## src/design/lpr_pkg.sv

```systemverilog
// Shared constants and types for the LRU page replacement block.
package lpr_pkg;

   localparam int FRAMES      = 16;
   localparam int FRAME_BITS  = 4;
   localparam int PAGE_BITS   = 16;
   localparam int COUNT_BITS  = 16;
   localparam int CFG_BITS    = 5;
   localparam int GROUP_SIZE  = 4;
   localparam int GROUPS      = FRAMES / GROUP_SIZE;

   localparam logic [FRAME_BITS-1:0] RANK_MAX   = FRAME_BITS'(FRAMES - 1);
   localparam logic [COUNT_BITS-1:0] COUNT_MAX  = {COUNT_BITS{1'b1}};
   localparam logic [CFG_BITS-1:0]   FRAMES_CFG = CFG_BITS'(FRAMES);
   localparam logic [CFG_BITS-1:0]   FRAMES_ONE = CFG_BITS'(1);

   typedef enum logic [2:0] {
      ST_IDLE   = 3'b001,
      ST_LOOKUP = 3'b010,
      ST_UPDATE = 3'b100
   } lpr_state_type;

   typedef struct packed {
      logic capture;
      logic lookup;
      logic update;
   } lpr_cmd_type;

endpackage

```

## src/design/lpr_req_if.sv

```systemverilog
// Request and response channel interfaces of the LRU page replacement block.
interface lpr_req_if;
   logic                           valid;
   logic                           ready;
   logic [lpr_pkg::PAGE_BITS-1:0]  page_number;
   logic                           last_reference;

   modport source (output valid, output page_number, output last_reference, input ready);
   modport sink   (input valid, input page_number, input last_reference, output ready);
endinterface

interface lpr_rsp_if;
   logic                           valid;
   logic                           ready;
   logic                           hit;
   logic [lpr_pkg::FRAME_BITS-1:0] frame_index;
   logic                           evicted_valid;
   logic [lpr_pkg::PAGE_BITS-1:0]  evicted_page;
   logic [lpr_pkg::COUNT_BITS-1:0] fault_count;

   modport source (output valid, output hit, output frame_index, output evicted_valid,
                   output evicted_page, output fault_count, input ready);
   modport sink   (input valid, input hit, input frame_index, input evicted_valid,
                   input evicted_page, input fault_count, output ready);
endinterface

```

## src/design/lpr_ctrl.sv

```systemverilog
// Controller state machine: sequences lookup and update of one request at a time.
module lpr_ctrl (
   input  logic                 clock,
   input  logic                 reset,
   input  logic                 req_valid,
   output logic                 req_ready,
   output logic                 rsp_valid,
   input  logic                 rsp_ready,
   output lpr_pkg::lpr_cmd_type cmd
);

   lpr_pkg::lpr_state_type state_ff, state_in;
   logic rsp_valid_ff, rsp_valid_in;
   logic out_free;

   assign out_free  = !rsp_valid_ff || rsp_ready;
   assign req_ready = (state_ff == lpr_pkg::ST_IDLE);
   assign rsp_valid = rsp_valid_ff;

   always_comb begin
      cmd.capture = req_valid && req_ready;
      cmd.lookup  = (state_ff == lpr_pkg::ST_LOOKUP);
      cmd.update  = (state_ff == lpr_pkg::ST_UPDATE) && out_free;
   end

   always_comb begin
      state_in = state_ff;
      unique case (state_ff)
         lpr_pkg::ST_IDLE: begin
            if (req_valid) state_in = lpr_pkg::ST_LOOKUP;
         end
         lpr_pkg::ST_LOOKUP: begin
            state_in = lpr_pkg::ST_UPDATE;
         end
         lpr_pkg::ST_UPDATE: begin
            // The result register must be free before the frame state is committed.
            if (out_free) state_in = lpr_pkg::ST_IDLE;
         end
         default: begin
            state_in = lpr_pkg::ST_IDLE;
         end
      endcase
   end

   always_comb begin
      if (cmd.update) begin
         rsp_valid_in = 1'b1;
      end else if (rsp_ready) begin
         rsp_valid_in = 1'b0;
      end else begin
         rsp_valid_in = rsp_valid_ff;
      end
   end

   always_ff @(posedge clock) begin
      if (reset) begin
         state_ff     <= lpr_pkg::ST_IDLE;
         rsp_valid_ff <= 1'b0;
      end else begin
         state_ff     <= state_in;
         rsp_valid_ff <= rsp_valid_in;
      end
   end

   a_accept_to_lookup: assert property (@(posedge clock) disable iff (reset)
      cmd.capture |=> state_ff == lpr_pkg::ST_LOOKUP)
      else $error("accepted request did not enter lookup");

   a_lookup_to_update: assert property (@(posedge clock) disable iff (reset)
      cmd.lookup |=> state_ff == lpr_pkg::ST_UPDATE)
      else $error("lookup not followed by update");

   a_update_gives_rsp: assert property (@(posedge clock) disable iff (reset)
      cmd.update |=> rsp_valid_ff)
      else $error("update did not present a response");

   a_no_overwrite: assert property (@(posedge clock) disable iff (reset)
      (rsp_valid_ff && !rsp_ready) |-> !cmd.update)
      else $error("response overwritten while stalled");

endmodule

```

## src/design/lpr_dp.sv

```systemverilog
// Datapath: frame table, recency ranks, fault counter and response register.
module lpr_dp (
   input  logic                             clock,
   input  logic                             reset,
   input  lpr_pkg::lpr_cmd_type             cmd,
   input  logic                             csr_wr_en,
   input  logic [lpr_pkg::CFG_BITS-1:0]     csr_wr_data,
   input  logic [lpr_pkg::PAGE_BITS-1:0]    req_page_number,
   input  logic                             req_last_reference,
   output logic                             rsp_hit,
   output logic [lpr_pkg::FRAME_BITS-1:0]   rsp_frame_index,
   output logic                             rsp_evicted_valid,
   output logic [lpr_pkg::PAGE_BITS-1:0]    rsp_evicted_page,
   output logic [lpr_pkg::COUNT_BITS-1:0]   rsp_fault_count
);

   localparam int FB = lpr_pkg::FRAME_BITS;

   // Frame table and policy state.
   logic [lpr_pkg::PAGE_BITS-1:0]  page_ff [lpr_pkg::FRAMES];
   logic [lpr_pkg::FRAMES-1:0]     valid_ff, valid_in;
   logic [FB-1:0]                  rank_ff [lpr_pkg::FRAMES];
   logic [FB-1:0]                  rank_in [lpr_pkg::FRAMES];
   logic [lpr_pkg::COUNT_BITS-1:0] faults_ff, faults_in;
   logic [lpr_pkg::CFG_BITS-1:0]   frames_ff, frames_in;

   // Captured request.
   logic [lpr_pkg::PAGE_BITS-1:0]  in_page_ff;
   logic                           in_last_ff;

   // Lookup stage results.
   logic [lpr_pkg::FRAMES-1:0]     match_ff, match_in;
   logic [lpr_pkg::FRAMES-1:0]     empty_ff, empty_in;
   logic [FB-1:0]                  grp_best_ff [lpr_pkg::GROUPS];
   logic [FB-1:0]                  grp_best_in [lpr_pkg::GROUPS];
   logic [FB-1:0]                  grp_idx_ff  [lpr_pkg::GROUPS];
   logic [FB-1:0]                  grp_idx_in  [lpr_pkg::GROUPS];

   // Response register.
   logic                           hit_out_ff;
   logic [FB-1:0]                  idx_out_ff;
   logic                           ev_out_ff;
   logic [lpr_pkg::PAGE_BITS-1:0]  evp_out_ff;
   logic [lpr_pkg::COUNT_BITS-1:0] fc_out_ff;

   logic [lpr_pkg::CFG_BITS-1:0]   n_eff;
   logic [lpr_pkg::FRAMES-1:0]     managed;

   logic                           hit_any, empty_any, evict, limit_all;
   logic [FB-1:0]                  hit_idx, empty_idx, victim_idx, victim_best;
   logic [FB-1:0]                  slot, limit;
   logic [lpr_pkg::COUNT_BITS-1:0] fc_new;

   // A setting of zero acts as one frame and anything above the table size as all frames.
   always_comb begin
      if (frames_ff == '0) begin
         n_eff = lpr_pkg::FRAMES_ONE;
      end else if (frames_ff > lpr_pkg::FRAMES_CFG) begin
         n_eff = lpr_pkg::FRAMES_CFG;
      end else begin
         n_eff = frames_ff;
      end
      for (int j = 0; j < lpr_pkg::FRAMES; j++) begin
         managed[j] = (lpr_pkg::CFG_BITS'(j) < n_eff);
      end
   end

   // Lookup: tag compare, empty frames and per-group oldest frame.
   always_comb begin
      for (int j = 0; j < lpr_pkg::FRAMES; j++) begin
         match_in[j] = managed[j] && valid_ff[j] && (page_ff[j] == in_page_ff);
         empty_in[j] = managed[j] && !valid_ff[j];
      end
      for (int g = 0; g < lpr_pkg::GROUPS; g++) begin
         grp_best_in[g] = '0;
         grp_idx_in[g]  = FB'(g * lpr_pkg::GROUP_SIZE);
         for (int i = 0; i < lpr_pkg::GROUP_SIZE; i++) begin
            if (managed[g * lpr_pkg::GROUP_SIZE + i] &&
                rank_ff[g * lpr_pkg::GROUP_SIZE + i] > grp_best_in[g]) begin
               grp_best_in[g] = rank_ff[g * lpr_pkg::GROUP_SIZE + i];
               grp_idx_in[g]  = FB'(g * lpr_pkg::GROUP_SIZE + i);
            end
         end
      end
   end

   // Update: pick the frame, age frames below the limit (all on a fill), clear on last.
   always_comb begin
      hit_idx   = '0;
      empty_idx = '0;
      for (int j = lpr_pkg::FRAMES - 1; j >= 0; j--) begin
         if (match_ff[j]) hit_idx = FB'(j);
         if (empty_ff[j]) empty_idx = FB'(j);
      end
      hit_any   = |match_ff;
      empty_any = |empty_ff;

      // Ties go to the lower group, so the lowest-numbered oldest frame wins.
      victim_best = grp_best_ff[0];
      victim_idx  = grp_idx_ff[0];
      for (int g = 1; g < lpr_pkg::GROUPS; g++) begin
         if (grp_best_ff[g] > victim_best) begin
            victim_best = grp_best_ff[g];
            victim_idx  = grp_idx_ff[g];
         end
      end

      evict     = !hit_any && !empty_any;
      limit_all = !hit_any && empty_any;
      if (hit_any) begin
         slot  = hit_idx;
         limit = rank_ff[hit_idx];
      end else if (empty_any) begin
         slot  = empty_idx;
         limit = victim_best;
      end else begin
         slot  = victim_idx;
         limit = victim_best;
      end

      if (hit_any || faults_ff == lpr_pkg::COUNT_MAX) begin
         fc_new = faults_ff;
      end else begin
         fc_new = faults_ff + 1'b1;
      end

      valid_in  = valid_ff;
      faults_in = faults_ff;
      for (int j = 0; j < lpr_pkg::FRAMES; j++) begin
         rank_in[j] = rank_ff[j];
      end
      if (cmd.update) begin
         if (in_last_ff) begin
            valid_in  = '0;
            faults_in = '0;
            for (int j = 0; j < lpr_pkg::FRAMES; j++) begin
               rank_in[j] = '0;
            end
         end else begin
            faults_in       = fc_new;
            valid_in[slot]  = 1'b1;
            for (int j = 0; j < lpr_pkg::FRAMES; j++) begin
               if (FB'(j) == slot) begin
                  rank_in[j] = '0;
               end else if (managed[j] && valid_ff[j] && rank_ff[j] != lpr_pkg::RANK_MAX &&
                            (limit_all || rank_ff[j] < limit)) begin
                  rank_in[j] = rank_ff[j] + 1'b1;
               end
            end
         end
      end
   end

   always_comb begin
      frames_in = frames_ff;
      if (csr_wr_en) frames_in = csr_wr_data;
   end

   always_ff @(posedge clock) begin
      if (reset) begin
         valid_ff  <= '0;
         faults_ff <= '0;
         frames_ff <= lpr_pkg::FRAMES_CFG;
         for (int j = 0; j < lpr_pkg::FRAMES; j++) begin
            rank_ff[j] <= '0;
         end
      end else begin
         valid_ff  <= valid_in;
         faults_ff <= faults_in;
         frames_ff <= frames_in;
         for (int j = 0; j < lpr_pkg::FRAMES; j++) begin
            rank_ff[j] <= rank_in[j];
         end
      end
   end

   // Page numbers have no reset; a frame is only compared while it is valid.
   always_ff @(posedge clock) begin
      if (cmd.update && !hit_any) page_ff[slot] <= in_page_ff;
   end

   always_ff @(posedge clock) begin
      if (cmd.capture) begin
         in_page_ff <= req_page_number;
         in_last_ff <= req_last_reference;
      end
      if (cmd.lookup) begin
         match_ff <= match_in;
         empty_ff <= empty_in;
         for (int g = 0; g < lpr_pkg::GROUPS; g++) begin
            grp_best_ff[g] <= grp_best_in[g];
            grp_idx_ff[g]  <= grp_idx_in[g];
         end
      end
      if (cmd.update) begin
         hit_out_ff <= hit_any;
         idx_out_ff <= slot;
         ev_out_ff  <= evict;
         evp_out_ff <= evict ? page_ff[victim_idx] : '0;
         fc_out_ff  <= fc_new;
      end
   end

   assign rsp_hit           = hit_out_ff;
   assign rsp_frame_index   = idx_out_ff;
   assign rsp_evicted_valid = ev_out_ff;
   assign rsp_evicted_page  = evp_out_ff;
   assign rsp_fault_count   = fc_out_ff;

   a_slot_valid: assert property (@(posedge clock) disable iff (reset)
      (cmd.update && !in_last_ff) |=> valid_ff[idx_out_ff])
      else $error("referenced frame not valid after update");

   a_slot_newest: assert property (@(posedge clock) disable iff (reset)
      (cmd.update && !in_last_ff) |=> rank_ff[idx_out_ff] == '0)
      else $error("referenced frame not most recent after update");

   a_miss_counts: assert property (@(posedge clock) disable iff (reset)
      (cmd.update && !hit_any) |=> fc_out_ff != '0)
      else $error("fault not counted");

   a_hit_no_evict: assert property (@(posedge clock) disable iff (reset)
      (cmd.update && hit_any) |=> (!ev_out_ff && evp_out_ff == '0))
      else $error("eviction reported on a hit");

endmodule

```

## src/design/lru_page_replacement_top.sv

```systemverilog
// LRU page replacement: one page reference in, one placement result out per request.
//
// The req_ch channel carries a page number and a last-reference flag; the rsp_ch
// channel returns hit, the frame that now holds the page, the evicted page (if any)
// and the saturating fault count of the current reference string. Both channels use
// a valid/ready handshake. The csr port writes frames_in_use, the number of frames
// managed (0 acts as 1, above 16 acts as 16); write it only while the block is idle.
// A request passes through capture, a lookup state that registers the tag compares
// and the oldest frame of each group of four, and an update state that commits the
// frame table and loads the response register. A new request is not accepted until
// the previous one has left the update state, but one is accepted while a response
// waits; if the receiver stalls, the update state holds until the response register
// is free. After a request flagged as last reference, all frames, ranks and the fault
// count are cleared. Reset empties all frames, clears the count and sets frames_in_use
// to 16; no clearing pass is needed.
module lru_page_replacement_top (
   input  logic                         clock,
   input  logic                         reset,
   lpr_req_if.sink                      req_ch,
   lpr_rsp_if.source                    rsp_ch,
   input  logic                         csr_wr_en,
   input  logic [lpr_pkg::CFG_BITS-1:0] csr_wr_data
);

   lpr_pkg::lpr_cmd_type cmd;
   logic                 req_ready;
   logic                 rsp_valid;

   lpr_ctrl u_ctrl (
      .clock     (clock),
      .reset     (reset),
      .req_valid (req_ch.valid),
      .req_ready (req_ready),
      .rsp_valid (rsp_valid),
      .rsp_ready (rsp_ch.ready),
      .cmd       (cmd)
   );

   lpr_dp u_dp (
      .clock              (clock),
      .reset              (reset),
      .cmd                (cmd),
      .csr_wr_en          (csr_wr_en),
      .csr_wr_data        (csr_wr_data),
      .req_page_number    (req_ch.page_number),
      .req_last_reference (req_ch.last_reference),
      .rsp_hit            (rsp_ch.hit),
      .rsp_frame_index    (rsp_ch.frame_index),
      .rsp_evicted_valid  (rsp_ch.evicted_valid),
      .rsp_evicted_page   (rsp_ch.evicted_page),
      .rsp_fault_count    (rsp_ch.fault_count)
   );

   assign req_ch.ready = req_ready;
   assign rsp_ch.valid = rsp_valid;

endmodule

```

## src/flat_wrapper.sv

```systemverilog
// flat-port wrapper written by rule: the top's interface ports become plain ports
module lru_page_replacement_top_flat 
  (clock, reset, csr_wr_en, csr_wr_data, req_ch_valid, req_ch_page_number, req_ch_last_reference, req_ch_ready, rsp_ch_valid, rsp_ch_hit, rsp_ch_frame_index, rsp_ch_evicted_valid, rsp_ch_evicted_page, rsp_ch_fault_count, rsp_ch_ready);
  lpr_req_if req_ch_i ();
  lpr_rsp_if rsp_ch_i ();
  input  logic clock;
  input  logic reset;
  input  logic csr_wr_en;
  input  logic [lpr_pkg::CFG_BITS-1:0] csr_wr_data;
  input wire logic [$bits(req_ch_i.valid)-1:0] req_ch_valid;
  input wire logic [$bits(req_ch_i.page_number)-1:0] req_ch_page_number;
  input wire logic [$bits(req_ch_i.last_reference)-1:0] req_ch_last_reference;
  output wire logic [$bits(req_ch_i.ready)-1:0] req_ch_ready;
  output wire logic [$bits(rsp_ch_i.valid)-1:0] rsp_ch_valid;
  output wire logic [$bits(rsp_ch_i.hit)-1:0] rsp_ch_hit;
  output wire logic [$bits(rsp_ch_i.frame_index)-1:0] rsp_ch_frame_index;
  output wire logic [$bits(rsp_ch_i.evicted_valid)-1:0] rsp_ch_evicted_valid;
  output wire logic [$bits(rsp_ch_i.evicted_page)-1:0] rsp_ch_evicted_page;
  output wire logic [$bits(rsp_ch_i.fault_count)-1:0] rsp_ch_fault_count;
  input wire logic [$bits(rsp_ch_i.ready)-1:0] rsp_ch_ready;
  assign req_ch_i.valid = req_ch_valid;
  assign req_ch_i.page_number = req_ch_page_number;
  assign req_ch_i.last_reference = req_ch_last_reference;
  assign req_ch_ready = req_ch_i.ready;
  assign rsp_ch_valid = rsp_ch_i.valid;
  assign rsp_ch_hit = rsp_ch_i.hit;
  assign rsp_ch_frame_index = rsp_ch_i.frame_index;
  assign rsp_ch_evicted_valid = rsp_ch_i.evicted_valid;
  assign rsp_ch_evicted_page = rsp_ch_i.evicted_page;
  assign rsp_ch_fault_count = rsp_ch_i.fault_count;
  assign rsp_ch_i.ready = rsp_ch_ready;
  lru_page_replacement_top u_core (.clock(clock), .reset(reset), .req_ch(req_ch_i), .rsp_ch(rsp_ch_i), .csr_wr_en(csr_wr_en), .csr_wr_data(csr_wr_data));
endmodule
```

## config.mk

```make
export PLATFORM = sky130hd
export DESIGN_NAME = lru_page_replacement_top_flat
export DESIGN_NICKNAME = d
export VERILOG_FILES = /design/src/design/lpr_pkg.sv /design/src/design/lpr_req_if.sv /design/src/design/lpr_ctrl.sv /design/src/design/lpr_dp.sv /design/src/design/lru_page_replacement_top.sv /design/src/flat_wrapper.sv
export SDC_FILE = /design/constraint.sdc
export NUM_CORES = 1
export LEC_CHECK = 0
export CORE_ASPECT_RATIO = 0.8
export CORE_UTILIZATION = 35
export DETAILED_ROUTE_END_ITERATION = 8
export DONT_BUFFER_PORTS = 1
export GPL_ROUTABILITY_DRIVEN = 0
export PLACE_DENSITY = 0.52
export RECOVER_POWER = 100
export SLEW_MARGIN = 20
export SYNTH_ARGS = -nofsm -noshare
export SYNTH_HDL_FRONTEND = slang
export SYNTH_HIERARCHICAL = 1
export SYNTH_SLANG_ARGS = --single-unit
```

## constraint.sdc

```tcl
create_clock -name clock -period 6.2 [get_ports clock]
set_input_delay 1.24 -clock clock [delete_from_list [all_inputs] [get_ports clock]]
set_output_delay 1.24 -clock clock [all_outputs]
set_load 0.05 [all_outputs]
```

==> results.json <==
{
  "run_status": "complete, but fails checks",
  "violations": "capacitance limit, slew limit",
  "place_worst_setup_slack_ns": -0.0971,
  "total_grt_usage_pct": 23.7,
  "arrival_ns": 6.35,
  "wirelength_um": 98700,
  "yosys.area.top_type": "edfxtp_1",
  "worstPathRequired_ns": 6.58,
  "synth_nets": 3015,
  "kind_of_end_point_of_the_critical_path": "register",
  "die-height_um": 255,
  "netlist_instances": 2862,
  "detailedRoute.firstPassIterationCount": 6,
  "worstHoldPathType": "reg -> reg",
  "synth_top_flop_cell": "edfxtp_1",
  "post-route-cell-area_mm2": 0.0321,
  "clock_tree.htree_level_count": 2,
  "port-buffer-count": 0,
  "power.total_mw": 7.83,
  "detailedPlacementHpwl_um": 69500,
  "layout-area-overhead-vs-synth_pct": 14.7,
  "numPlacedInstances": 3889,
  "placementRows": 92,
  "post_synth_num_cell_types": 96,
  "hold_violations": 0,
  "grt_first_pass_wirelength_um": 147000,
  "design.die.area_mm2": 0.0811,
  "antenna_violations_before_repair": 3,
  "library_cell_with_the_highest_instance_count_after_synthesis": "nand2_1",
  "synth.yosys.seq_area_share_pct": 46.9,
  "clock_insertion_delay_worst_skew_ns": 0.63,
  "dpl-instance-area_mm2": 0.0301,
  "tritoncts": "done",
  "min_period_over_period_pct": 96.2,
  "ys_seq_elements": 472,
  "clock_sink_count": 472,
  "max_cap_viol_count": 17,
  "drive_above_1_share_pct": 11.3,
  "synth-async-reset-ratio_pct": 0,
  "drc": 0,
  "final_max_slew_viol_count": 546,
  "synthTopCellsByCount": "439 x nand2_1, 367 x edfxtp_1, 242 x xor2_1, 174 x nor2_1, 149 x nand3_1",
  "relative_max_transition_margin_pct": -142,
  "p_leak_nw": 11.5,
  "report.final.setup_viol": 0,
  "postRouteAntennaNets": 0,
  "syn-mean-instance-area_um2": 9.78,
  "setup_tns_ns": 0,
  "synth-edff-count": 367,
  "timing_worst_slew_pin_value_ns": 3.64,
  "ir_drop_mv": 0.231,
  "yosys_warnings": 6,
  "viasPerCell": 5.94,
  "clock_skew_ns": 0.0405,
  "initial_utilization_pct": 35.5,
  "grt_pass1_vias": 22607,
  "final_instance_count_without_filler_cells": 4006,
  "fp.coreArea_mm2": 0.0790,
  "fmax_mhz": 168,
  "worst-setup-path-type": "reg -> reg",
  "syn-cell-area_mm2": 0.0280,
  "timing.final.crit_period_ns": 5.97,
  "avgRoutedWirePerCell_um": 24.6,
  "final_critical_path_setup_slack_ns": 0.234,
  "synth.top_cells.by_area": "edfxtp_1 39%, xor2_1 7.6%, dfxtp_1 7.5%",
  "layout.nets": 3079,
  "clock_tree.buffer_depth": 3,
  "floorplan.io_pins": 67,
  "synth_top_cell_area_share_pct": 39.4,
  "worst-path-max-fanout": 22,
  "globalRouteOverflowTotal": 0,
  "pwr_density_cell_mw_per_mm2": 244,
  "hold_buffers": 0,
  "grt_max_degree": 85,
  "vias": 23810,
  "initialDrtViolationCount": 2791,
  "die_width_um": 318,
  "cts_inserted_buffers": 55,
  "final.fill_count": 7715,
  "timing.critical_path.from_type": "register",
  "ctsRootBufferMaster": "clkbuf_16",
  "clock_transition_at_the_register_clock_pins_on_the_worst_setup_and_hold_paths_after_cts_ns": 0.06
}
-- where the power goes --
part / switching [mW] / leakage [nW] / internal [mW]
sequential: 0.0156 / 4.22 / 3.43
clock: 1.40 / 0.925 / 2.03
combinational: 0.641 / 6.40 / 0.315
-- worst max-delay path, stage by stage (launching register included) --
cell	delay, ns
edfxtp_1	0.39
ha_1	0.31
nor2b_1	0.16
nor4_2	0.34
nor2_2	0.13
buf_4	0.16
nor2_1	0.11
a21oi_2	0.06
ha_1	0.31
a21oi_1	0.25
a21o_2	0.26
nand2_1	0.09
o21ai_2	0.08
ha_1	0.26
nor2b_1	0.14
o211ai_1	0.20
a21oi_2	0.11
buf_4	0.17
a311o_2	0.38
nand2_8	0.22
buf_4	0.19
nand2_1	0.05
and3_1	0.18
a311oi_1	0.39
buf_4	0.19
a311oi_1	0.04
buf_4	0.19
nor3_1	0.33
-- area by class of cell --
type | instances | area [um2] | area share, %
antenna | 1 | 2.50 | 0.00779
clock buffer | 70 | 1480 | 4.62
clock inverter | 32 | 403 | 1.25
inverter | 89 | 334 | 1.04
multi-input combinational | 2132 | 14000 | 43.7
sequential | 472 | 13100 | 40.9
tap | 1034 | 1290 | 4.03
timing repair buffer | 176 | 1420 | 4.43
-- timing repair --
action | 4_1_cts | 5_1_grt
resized for setup | 2 | 34
endpoints found under the setup margin | 6 | 274
endpoints found under the hold margin | 0 | 0
pin swaps | 0 | 16
setup buffers | 0 | 14
-- registers in the layout (all words and copies together), names as in the netlist, 16 cells and up --
name	count
u_core/u_dp/in_page_ff	16
u_core/u_dp/rank_ff	64
u_core/u_dp/faults_ff	16
u_core/u_dp/rsp_fault_count	16
u_core/u_dp/grp_best_ff	16
u_core/u_dp/rsp_evicted_page	16
u_core/u_dp/match_ff	16
u_core/u_dp/valid_ff	16
u_core/u_dp/empty_ff	16
u_core/u_dp/page_ff	256
-- placed cells by master (no fill, tap or decap), types with 13 or more instances in the layout --
| cell | count |
|---|---|
| nand4_1 | 35 |
| o21ai_1 | 13 |
| xor2_1 | 242 |
| xnor2_1 | 32 |
| and3_1 | 64 |
| or3_1 | 13 |
| nand2_1 | 437 |
| o211ai_1 | 31 |
| a21oi_1 | 66 |
| nor2_1 | 170 |
| edfxtp_1 | 367 |
| a311oi_1 | 40 |
| o21a_1 | 27 |
| nor2b_1 | 27 |
| ha_1 | 123 |
| o21ai_0 | 94 |
| clkbuf_1 | 34 |
| a31oi_1 | 48 |
| buf_12 | 14 |
| nand3_1 | 149 |
| nand2b_1 | 16 |
| mux2i_1 | 35 |
| nor4_1 | 81 |
| inv_1 | 85 |
| nor3_1 | 60 |
| a311o_1 | 20 |
| a22oi_1 | 17 |
| clkbuf_16 | 56 |
| dfxtp_1 | 105 |
| a211oi_1 | 22 |
| buf_4 | 136 |
-- metrics by stage --
| step | util, % | hold slack (ns) |
|---|---|---|
| after floorplan | - | 0.439 |
| after global placement | 38.1 | 0.448 |
| after detailed placement | 38.1 | 0.455 |
| after CTS | 40.5 | 0.463 |
| after global routing | 40.7 | 0.499 |
| final | 40.7 | 0.465 |
-- final timing paths --
path / slack, ns / cells past startpoint / to / startpoint
max: 0.23 / 27 / u_core/u_dp/rsp_evicted_page[11] / u_core/u_dp/grp_best_ff[1][1]
max reg2reg: 0.23 / 27 / u_core/u_dp/rsp_evicted_page[11] / u_core/u_dp/grp_best_ff[1][1]
min reg2reg: 0.46 / 2 / u_core/u_dp/valid_ff[5] / u_core/u_dp/valid_ff[5]
min: 0.46 / 2 / u_core/u_dp/valid_ff[5] / u_core/u_dp/valid_ff[5]
-- kinds of logic (layout without fill, tap and decap cells) --
family,after synthesis,in the layout,share of synthesized area [%]
multiplexers,45,45,1.65
flip-flops,472,472,46.9
other,0,1,0
AND/OR/NAND/NOR,1136,1136,19.4
adder cells (fa/ha/maj),129,129,5.74
AO/OA/AOI/OAI,548,548,14.2
buffers and inverters,258,367,3.59
XOR/XNOR,274,274,8.57
-- per-layer routing --
layer  GRT usage [%]  vias to the layer above  wire length (um)  part of all wire [%]
met3            4.58                      170              9340                   9.5
met5               0                        -                 8                0.0081
met1            34.6                    11695             44800                    45
li1                -                    10712                 -                     -
met4            6.28                        2              2550                   2.6
met2            35.5                     1231             42000                    43
No activity file was read; power rests on OpenSTA's default activity.
